### src/dssm_pkg.sv
// Shared types and constants for the dual stack shared memory unit.
`timescale 1ns / 1ps

package dssm_pkg;

  localparam int DEPTH  = 64;
  localparam int DATA_W = 32;
  localparam int ADDR_W = $clog2(DEPTH);
  localparam int CNT_W  = ADDR_W + 1;

  typedef enum logic [1:0] {
    ACT_PUSH = 2'd0,
    ACT_POP  = 2'd1,
    ACT_PEEK = 2'd2,
    ACT_NOP  = 2'd3
  } action_t;

  typedef enum logic [1:0] {
    STS_OK        = 2'd0,
    STS_OVERFLOW  = 2'd1,
    STS_UNDERFLOW = 2'd2,
    STS_RSVD      = 2'd3
  } status_t;

  // controller -> datapath
  typedef struct packed {
    logic load_req;   // capture the request word
    logic exec;       // memory access and count update
    logic load_out;   // move result into the output register
  } dssm_cmd_t;

  // datapath -> controller
  typedef struct packed {
    logic out_free;   // output register empty or emptying this cycle
  } dssm_sts_t;

endpackage

### src/dssm_ctrl.sv
// Request sequencer: accept, execute, hand result to output register.
`timescale 1ns / 1ps

module dssm_ctrl (
  input  logic                clk,
  input  logic                rst_n,
  input  logic                in_tvalid,
  output logic                in_tready,
  output dssm_pkg::dssm_cmd_t cmd,
  input  dssm_pkg::dssm_sts_t sts
);
  import dssm_pkg::*;

  typedef enum logic [2:0] {
    ST_IDLE = 3'b001,
    ST_EXEC = 3'b010,
    ST_RESP = 3'b100
  } state_t;

  state_t state_r, state_nxt;

  always_comb begin
    state_nxt    = state_r;
    cmd          = '0;
    in_tready    = 1'b0;
    case (state_r)
      ST_IDLE: begin
        in_tready = 1'b1;
        if (in_tvalid) begin
          cmd.load_req = 1'b1;
          state_nxt    = ST_EXEC;
        end
      end
      ST_EXEC: begin
        cmd.exec  = 1'b1;
        state_nxt = ST_RESP;
      end
      ST_RESP: begin
        if (sts.out_free) begin
          cmd.load_out = 1'b1;
          state_nxt    = ST_IDLE;
        end
      end
      default: state_nxt = ST_IDLE;
    endcase
  end

  always_ff @(posedge clk) begin
    if (!rst_n) begin
      state_r <= ST_IDLE;
    end else begin
      state_r <= state_nxt;
    end
  end

  a_onehot: assert property (@(posedge clk) disable iff (!rst_n) $onehot(state_r))
    else $error("controller state not one-hot");
  a_exec_follows_accept: assert property (@(posedge clk) disable iff (!rst_n)
    (in_tvalid && in_tready) |=> cmd.exec)
    else $error("accepted request not executed next cycle");
  a_no_load_blocked: assert property (@(posedge clk) disable iff (!rst_n)
    cmd.load_out |-> sts.out_free)
    else $error("result loaded into a busy output register");

endmodule

### src/dssm_datapath.sv
// Stack datapath: shared memory, stack counts, capacity and result register.
`timescale 1ns / 1ps

module dssm_datapath (
  input  logic                       clk,
  input  logic                       rst_n,
  input  dssm_pkg::dssm_cmd_t        cmd,
  output dssm_pkg::dssm_sts_t        sts,
  input  logic [1:0]                 req_action,
  input  logic                       req_sel,
  input  logic signed [dssm_pkg::DATA_W-1:0] req_value,
  input  logic                       cfg_valid,
  input  logic [dssm_pkg::CNT_W-1:0] cfg_data,
  input  logic                       out_tready,
  output logic                       out_valid,
  output logic signed [dssm_pkg::DATA_W-1:0] out_read_value,
  output logic [1:0]                 out_status,
  output logic                       out_low_empty,
  output logic                       out_high_empty,
  output logic                       out_shared_full
);
  import dssm_pkg::*;

  logic [DATA_W-1:0] mem [DEPTH];
  logic [DATA_W-1:0] mem_q_r;

  action_t                  act_r;
  logic                     sel_r;
  logic signed [DATA_W-1:0] val_r;

  logic [CNT_W-1:0] cap_r;
  logic [CNT_W-1:0] low_cnt_r, low_cnt_nxt;
  logic [CNT_W-1:0] high_cnt_r, high_cnt_nxt;
  status_t          status_r, status_nxt;
  logic             from_mem_r;
  logic             out_valid_r;

  logic [CNT_W-1:0] eff_cap, used, sel_cnt, hi_push_idx, hi_top_idx, lo_top_idx;
  logic             is_full, wr_en, rd_en;
  logic [ADDR_W-1:0] addr;

  // capacity above the array size is clamped
  assign eff_cap     = (cap_r > CNT_W'(DEPTH)) ? CNT_W'(DEPTH) : cap_r;
  assign used        = low_cnt_r + high_cnt_r;
  assign is_full     = (used >= eff_cap);
  assign sel_cnt     = sel_r ? high_cnt_r : low_cnt_r;
  assign hi_push_idx = eff_cap - CNT_W'(1) - high_cnt_r;
  assign hi_top_idx  = eff_cap - high_cnt_r;
  assign lo_top_idx  = low_cnt_r - CNT_W'(1);

  always_comb begin
    wr_en        = 1'b0;
    rd_en        = 1'b0;
    addr         = '0;
    status_nxt   = STS_OK;
    low_cnt_nxt  = low_cnt_r;
    high_cnt_nxt = high_cnt_r;
    case (act_r)
      ACT_PUSH: begin
        if (is_full) begin
          status_nxt = STS_OVERFLOW;
        end else begin
          wr_en = 1'b1;
          if (sel_r) begin
            addr         = hi_push_idx[ADDR_W-1:0];
            high_cnt_nxt = high_cnt_r + CNT_W'(1);
          end else begin
            addr        = low_cnt_r[ADDR_W-1:0];
            low_cnt_nxt = low_cnt_r + CNT_W'(1);
          end
        end
      end
      ACT_POP, ACT_PEEK: begin
        if (sel_cnt == '0) begin
          status_nxt = STS_UNDERFLOW;
        end else begin
          rd_en = 1'b1;
          addr  = sel_r ? hi_top_idx[ADDR_W-1:0] : lo_top_idx[ADDR_W-1:0];
          if (act_r == ACT_POP) begin
            if (sel_r) high_cnt_nxt = high_cnt_r - CNT_W'(1);
            else       low_cnt_nxt  = low_cnt_r - CNT_W'(1);
          end
        end
      end
      default: ;  // unused code: no operation
    endcase
  end

  always_ff @(posedge clk) begin
    if (cmd.exec && wr_en) mem[addr] <= val_r;
    if (cmd.exec && rd_en) mem_q_r <= mem[addr];
  end

  always_ff @(posedge clk) begin
    if (cmd.load_req) begin
      act_r <= action_t'(req_action);
      sel_r <= req_sel;
      val_r <= req_value;
    end
    if (cmd.exec) begin
      status_r   <= status_nxt;
      from_mem_r <= rd_en;
    end
    if (cmd.load_out) begin
      out_read_value  <= from_mem_r ? mem_q_r : '0;
      out_status      <= status_r;
      out_low_empty   <= (low_cnt_r == '0);
      out_high_empty  <= (high_cnt_r == '0);
      out_shared_full <= is_full;
    end
  end

  always_ff @(posedge clk) begin
    if (!rst_n) begin
      cap_r       <= CNT_W'(DEPTH);
      low_cnt_r   <= '0;
      high_cnt_r  <= '0;
      out_valid_r <= 1'b0;
    end else begin
      if (cfg_valid) begin
        // a new capacity moves the high stack base, so both stacks empty
        cap_r      <= cfg_data;
        low_cnt_r  <= '0;
        high_cnt_r <= '0;
      end else if (cmd.exec) begin
        low_cnt_r  <= low_cnt_nxt;
        high_cnt_r <= high_cnt_nxt;
      end
      if (cmd.load_out)     out_valid_r <= 1'b1;
      else if (out_tready)  out_valid_r <= 1'b0;
    end
  end

  assign out_valid    = out_valid_r;
  assign sts.out_free = !out_valid_r || out_tready;

  a_fill_bound: assert property (@(posedge clk) disable iff (!rst_n) used <= eff_cap)
    else $error("stack counts exceed capacity");
  a_push_grows: assert property (@(posedge clk) disable iff (!rst_n)
    (cmd.exec && !cfg_valid && act_r == ACT_PUSH && !is_full)
      |=> used == $past(used) + CNT_W'(1))
    else $error("successful push did not grow fill");
  a_pop_shrinks: assert property (@(posedge clk) disable iff (!rst_n)
    (cmd.exec && !cfg_valid && act_r == ACT_POP && sel_cnt != '0)
      |=> used == $past(used) - CNT_W'(1))
    else $error("successful pop did not shrink fill");
  a_status_code: assert property (@(posedge clk) disable iff (!rst_n)
    out_valid_r |-> out_status != STS_RSVD)
    else $error("reserved status code on output");

endmodule

### src/dual_stack_shared_memory_unit.sv
// Top level of the dual stack shared memory unit.
`timescale 1ns / 1ps
// Two stacks in one 64-word array: the low stack grows up from entry 0,
// the high stack grows down from capacity-1.
// Input channel in_*: one request per transfer (push, pop or peek on the
// stack chosen by in_tuser). Result channel out_*: one result per request,
// carrying the word read, status and the empty/full flags after the step.
// Configuration channel cfg_*: writes the capacity (1..64; larger values
// act as 64, zero gives no slots) and empties both stacks; cfg_ready is
// always high, write only while no request is in flight.
// Timing: a request is accepted in the idle cycle, the memory access
// happens the next cycle, and the result is registered in the response
// state once the output register is free; a request passes the request
// register, the registered array read and the output register in turn.
// The output register lets the next request be accepted while a result
// waits; if the receiver keeps stalling, the second result holds the
// sequencer and in_tready stays low until out_tready frees the register.
// Reset (rst_n low, synchronous): stacks empty, capacity 64, no result
// pending. Array contents are not cleared; only pushed entries are read.

module dual_stack_shared_memory_unit (
  input  logic        clk,
  input  logic        rst_n,
  input  logic        in_tvalid,
  output logic        in_tready,
  input  logic [39:0] in_tdata,   // [1:0] action, [33:2] push_value, [39:34] zero
  input  logic [0:0]  in_tuser,   // [0] stack_select
  output logic        out_tvalid,
  input  logic        out_tready,
  output logic [39:0] out_tdata,  // [31:0] read_value, [33:32] status, [34] low_empty,
                                  // [35] high_empty, [36] shared_full, [39:37] zero
  input  logic        cfg_valid,
  output logic        cfg_ready,
  input  logic [6:0]  cfg_data    // capacity
);
  import dssm_pkg::*;

  dssm_cmd_t cmd;
  dssm_sts_t sts;

  logic signed [DATA_W-1:0] read_value;
  logic [1:0]               status;
  logic                     low_empty, high_empty, shared_full;

  assign cfg_ready = 1'b1;

  dssm_ctrl u_ctrl (
    .clk       (clk),
    .rst_n     (rst_n),
    .in_tvalid (in_tvalid),
    .in_tready (in_tready),
    .cmd       (cmd),
    .sts       (sts)
  );

  dssm_datapath u_dp (
    .clk             (clk),
    .rst_n           (rst_n),
    .cmd             (cmd),
    .sts             (sts),
    .req_action      (in_tdata[1:0]),
    .req_sel         (in_tuser[0]),
    .req_value       (in_tdata[33:2]),
    .cfg_valid       (cfg_valid),
    .cfg_data        (cfg_data),
    .out_tready      (out_tready),
    .out_valid       (out_tvalid),
    .out_read_value  (read_value),
    .out_status      (status),
    .out_low_empty   (low_empty),
    .out_high_empty  (high_empty),
    .out_shared_full (shared_full)
  );

  assign out_tdata = {3'b000, shared_full, high_empty, low_empty, status, read_value};

endmodule
### config.mk
export PLATFORM = sky130hd
export DESIGN_NAME = dual_stack_shared_memory_unit
export DESIGN_NICKNAME = d
export VERILOG_FILES = /design/src/dssm_pkg.sv /design/src/dssm_ctrl.sv /design/src/dssm_datapath.sv /design/src/dual_stack_shared_memory_unit.sv
export SDC_FILE = /design/constraint.sdc
export NUM_CORES = 2
export LEC_CHECK = 0
export ABC_AREA = 1
export BUFFER_PORTS_ARGS = -buffer_cell sky130_fd_sc_hd__buf_2
export CORE_MARGIN = 3
export CORE_UTILIZATION = 39
export CTS_CLUSTER_SIZE = 8
export DETAILED_ROUTE_END_ITERATION = 8
export PLACE_DENSITY_LB_ADDON = 0.15
export SYNTH_ARGS = -nofsm -noshare
export SYNTH_HDL_FRONTEND = slang
export SYNTH_SLANG_ARGS = --single-unit
### constraint.sdc
create_clock -name clk -period 6.05 [get_ports clk]
set_input_delay 0.3025 -clock clk [delete_from_list [all_inputs] [get_ports clk]]
set_output_delay 0.3025 -clock clk [all_outputs]
set_load 0.03 [all_outputs]
==> metrics <==
status=finished, final reports clean; cells after synthesis=8,836; post-synth cell types=42; worst skew pair latency=930 ps; Final Hold Vio Count=0; sequential-to-total area share from yosys stat=0.710; # Max-Cap Violations=0; Static Leak=43.9 nW; Worst slew margin=0.249; Boundary Pins=96; GRT Util Overall=0.227; Final ANT Viol Nets=0; 1st-pass router iterations=5; Setup crit end kind=flip-flop; HP Class=primary input to flip-flop; Req. time, crit path=6600 ps; Vias/cell=5.03; Sink Count=2,180; drt wl/cell=22.5 um; CTS clk-pin slew, worst paths=50 ps; vias in the first global route=59,533; Place WS=541 ps; DRC=0; final setup fails=0; VDD IR max=0.216 mV; Clock Tree Root=clkbuf_16; Setup Buffers After CTS=0; antenna violations before repair=12; Die Y=491 um; Yosys reg bits=2,180; layout cells sized above 1=0.0927; Tcrit/Tclk final=0.921; total power=0.0369 W; Layout area overhead=16.6%; WL met1=126,000 um; DR vias=62,256; Max Freq=179 MHz; Reg area=65,200 sq um; CP startpoint kind=flip-flop; max-slew violation total from the final report=0; commonest non-fill, non-tap cell in the layout=nand2_1; fin crit period=5580 ps; Max Clock Skew=53.2 ps; Worst-Margin Slew=1130 ps; Avg Cell Area, Syn=10.4 sq um; row count=177; crit path DAT=6120 ps; Num CTS Buffers=323; Final nets=9,275; Fillers=21,644; Setup TNS=0 ps; initial DRC count=6,402; Final Worst Setup Slack=475 ps; CTS tree=yes; core region area=233,000 sq um; CP Class=flip-flop to flip-flop; DPL Wire Length=157,000 um; H-tree depth=5; CP Max Fanout=15; Post-synth EDFFs=2,155; area of the multi-input gates=24,500 sq um; ys async rst share=0; RSZ-0062 raised after global routing=false; Starting Density=0.393; most frequent cells in the layout=nand2_1 (5,552), edfxtp_1 (2,155), clkbuf_16 (328); global-route wire length before repair=406,000 um; met2 wire length=125,000 um; Met3 Wirelength=18,500 um; Primary FF master, synth=edfxtp_1; Pwr per Cell Area=345 nW/um^2; Die W=491 um; DIE AREA=241,000 sq um; CTS resizes=0; Syn. warnings=0; WL final=278,000 um; largest net degree at the start of global routing=155; grt total ovfl=0; top layer in use=met4; cell area after synthesis=91,800 sq um; gpl congestion=0.839; Longest Clk Path Bufs=4; I/O Buffers=85
[what timing repair did]
action,4_1_cts,5_1_grt
setup endpoints to repair,0,0
hold buffers,61,0
hold endpoints to repair,58,0
[routing by layer]
layer / global-route usage / vias to the layer above
met5: 0 / -
met4: 0.0672 / 0
met1: 0.329 / 30396
met3: 0.0341 / 446
met2: 0.353 / 2014
li1: - / 29400
[critical path, cell delays in order, from the launching register on]
cell	delay [ps]
dfxtp_1	460
ha_1	220
inv_1	60
fa_1	390
o21ai_0	300
a21o_1	160
a21oi_1	60
xor2_1	150
ha_1	300
nand2_1	80
nor2_1	50
a211oi_1	390
nand3_2	270
a21oi_1	170
o21ai_1	80
nand2_1	110
nand2_2	120
inv_2	110
nand2_1	180
nor2_4	640
inv_2	340
nor2_4	200
buf_4	330
[cells by family (layout without fill, tap and decap cells)]
kind of cell | after synthesis | after routing | synth area share
buf+inv | 546 | 939 | 0.0298
fa+ha+maj | 31 | 31 | 0.00439
simple gates | 5828 | 5828 | 0.241
flops | 2180 | 2180 | 0.710
compound gates | 226 | 226 | 0.0128
xor+xnor | 23 | 23 | 0.00219
other cells | 2 | 11 | 0.0000818
[flip-flops by register name (all words and copies together) (netlist names)]
| signal | flops |
|---|---|
| u_dp.status_r | 2 |
| u_dp.from_mem_r | 1 |
| u_dp.out_high_empty | 1 |
| u_dp.out_read_value | 32 |
| u_dp.sel_r | 1 |
| u_dp.act_r | 2 |
| u_dp.mem_q_r | 32 |
| u_dp.out_valid | 1 |
| u_ctrl.state_r | 3 |
| u_dp.out_shared_full | 1 |
| u_dp.high_cnt_r | 7 |
| u_dp.cap_r | 7 |
| u_dp.out_status | 2 |
| u_dp.out_low_empty | 1 |
| u_dp.mem | 2048 |
| u_dp.low_cnt_r | 7 |
| u_dp.val_r | 32 |
[synth_stat cells (25+ instances only)]
library cell	n	share of area
a21oi_1	127	0.0069
buf_1	27	0.0011
buf_2	263	0.014
buf_4	75	0.0061
clkbuf_1	63	0.0026
dfxtp_1	25	0.0055
edfxtp_1	2155	0.70
ha_1	29	0.0040
inv_1	88	0.0036
nand2_1	5552	0.23
nand3_1	56	0.0031
nor2_1	183	0.0075
o21ai_0	31	0.0017
o21ai_1	52	0.0028
[through the flow]
stage          utilization  hold WS (ps)  cell area, sq um  std cells
6_report             0.459          82.8            107000      12370
5_1_grt              0.458          52.9            107000      12364
4_1_cts              0.458          16.0            107000      12363
3_5_place_dp         0.420           405             98000      11937
3_3_place_gp         0.420           405             98000      11937
2_1_floorplan            -           400             91800       8838
[layout make-up]
type | count | area share
clock buffers | 354 | 0.0776
inverters | 105 | 0.00389
multi-input cells | 6112 | 0.229
clock inverters | 11 | 0.00122
diodes | 7 | 0.000164
flip-flops and latches | 2180 | 0.609
repair buffers | 469 | 0.0426
well taps | 3132 | 0.0366
[final timing paths]
kind,start,end,slack (ps),cells after the start
worst max-delay path,u_dp.high_cnt_r[0],u_dp.mem[54][27],470,22
worst min-delay path,in_tdata[31],u_dp.val_r[29],80,2
worst max register to register,u_dp.high_cnt_r[0],u_dp.mem[54][27],470,22
worst min register to register,u_dp.status_r[1],u_dp.out_status[1],420,0
[power by group]
part / leakage, nW / total [W] / switching (W) / internal, W
clock: 4.14 / 0.0156 / 0.00604 / 0.00956
combinational: 20.1 / 0.00452 / 0.00333 / 0.00119
sequential: 19.6 / 0.0168 / 0.0000294 / 0.0168
total: 43.9 / 0.0369 / 0.00939 / 0.0275
Note: power is estimated with default switching activity, not from simulation.
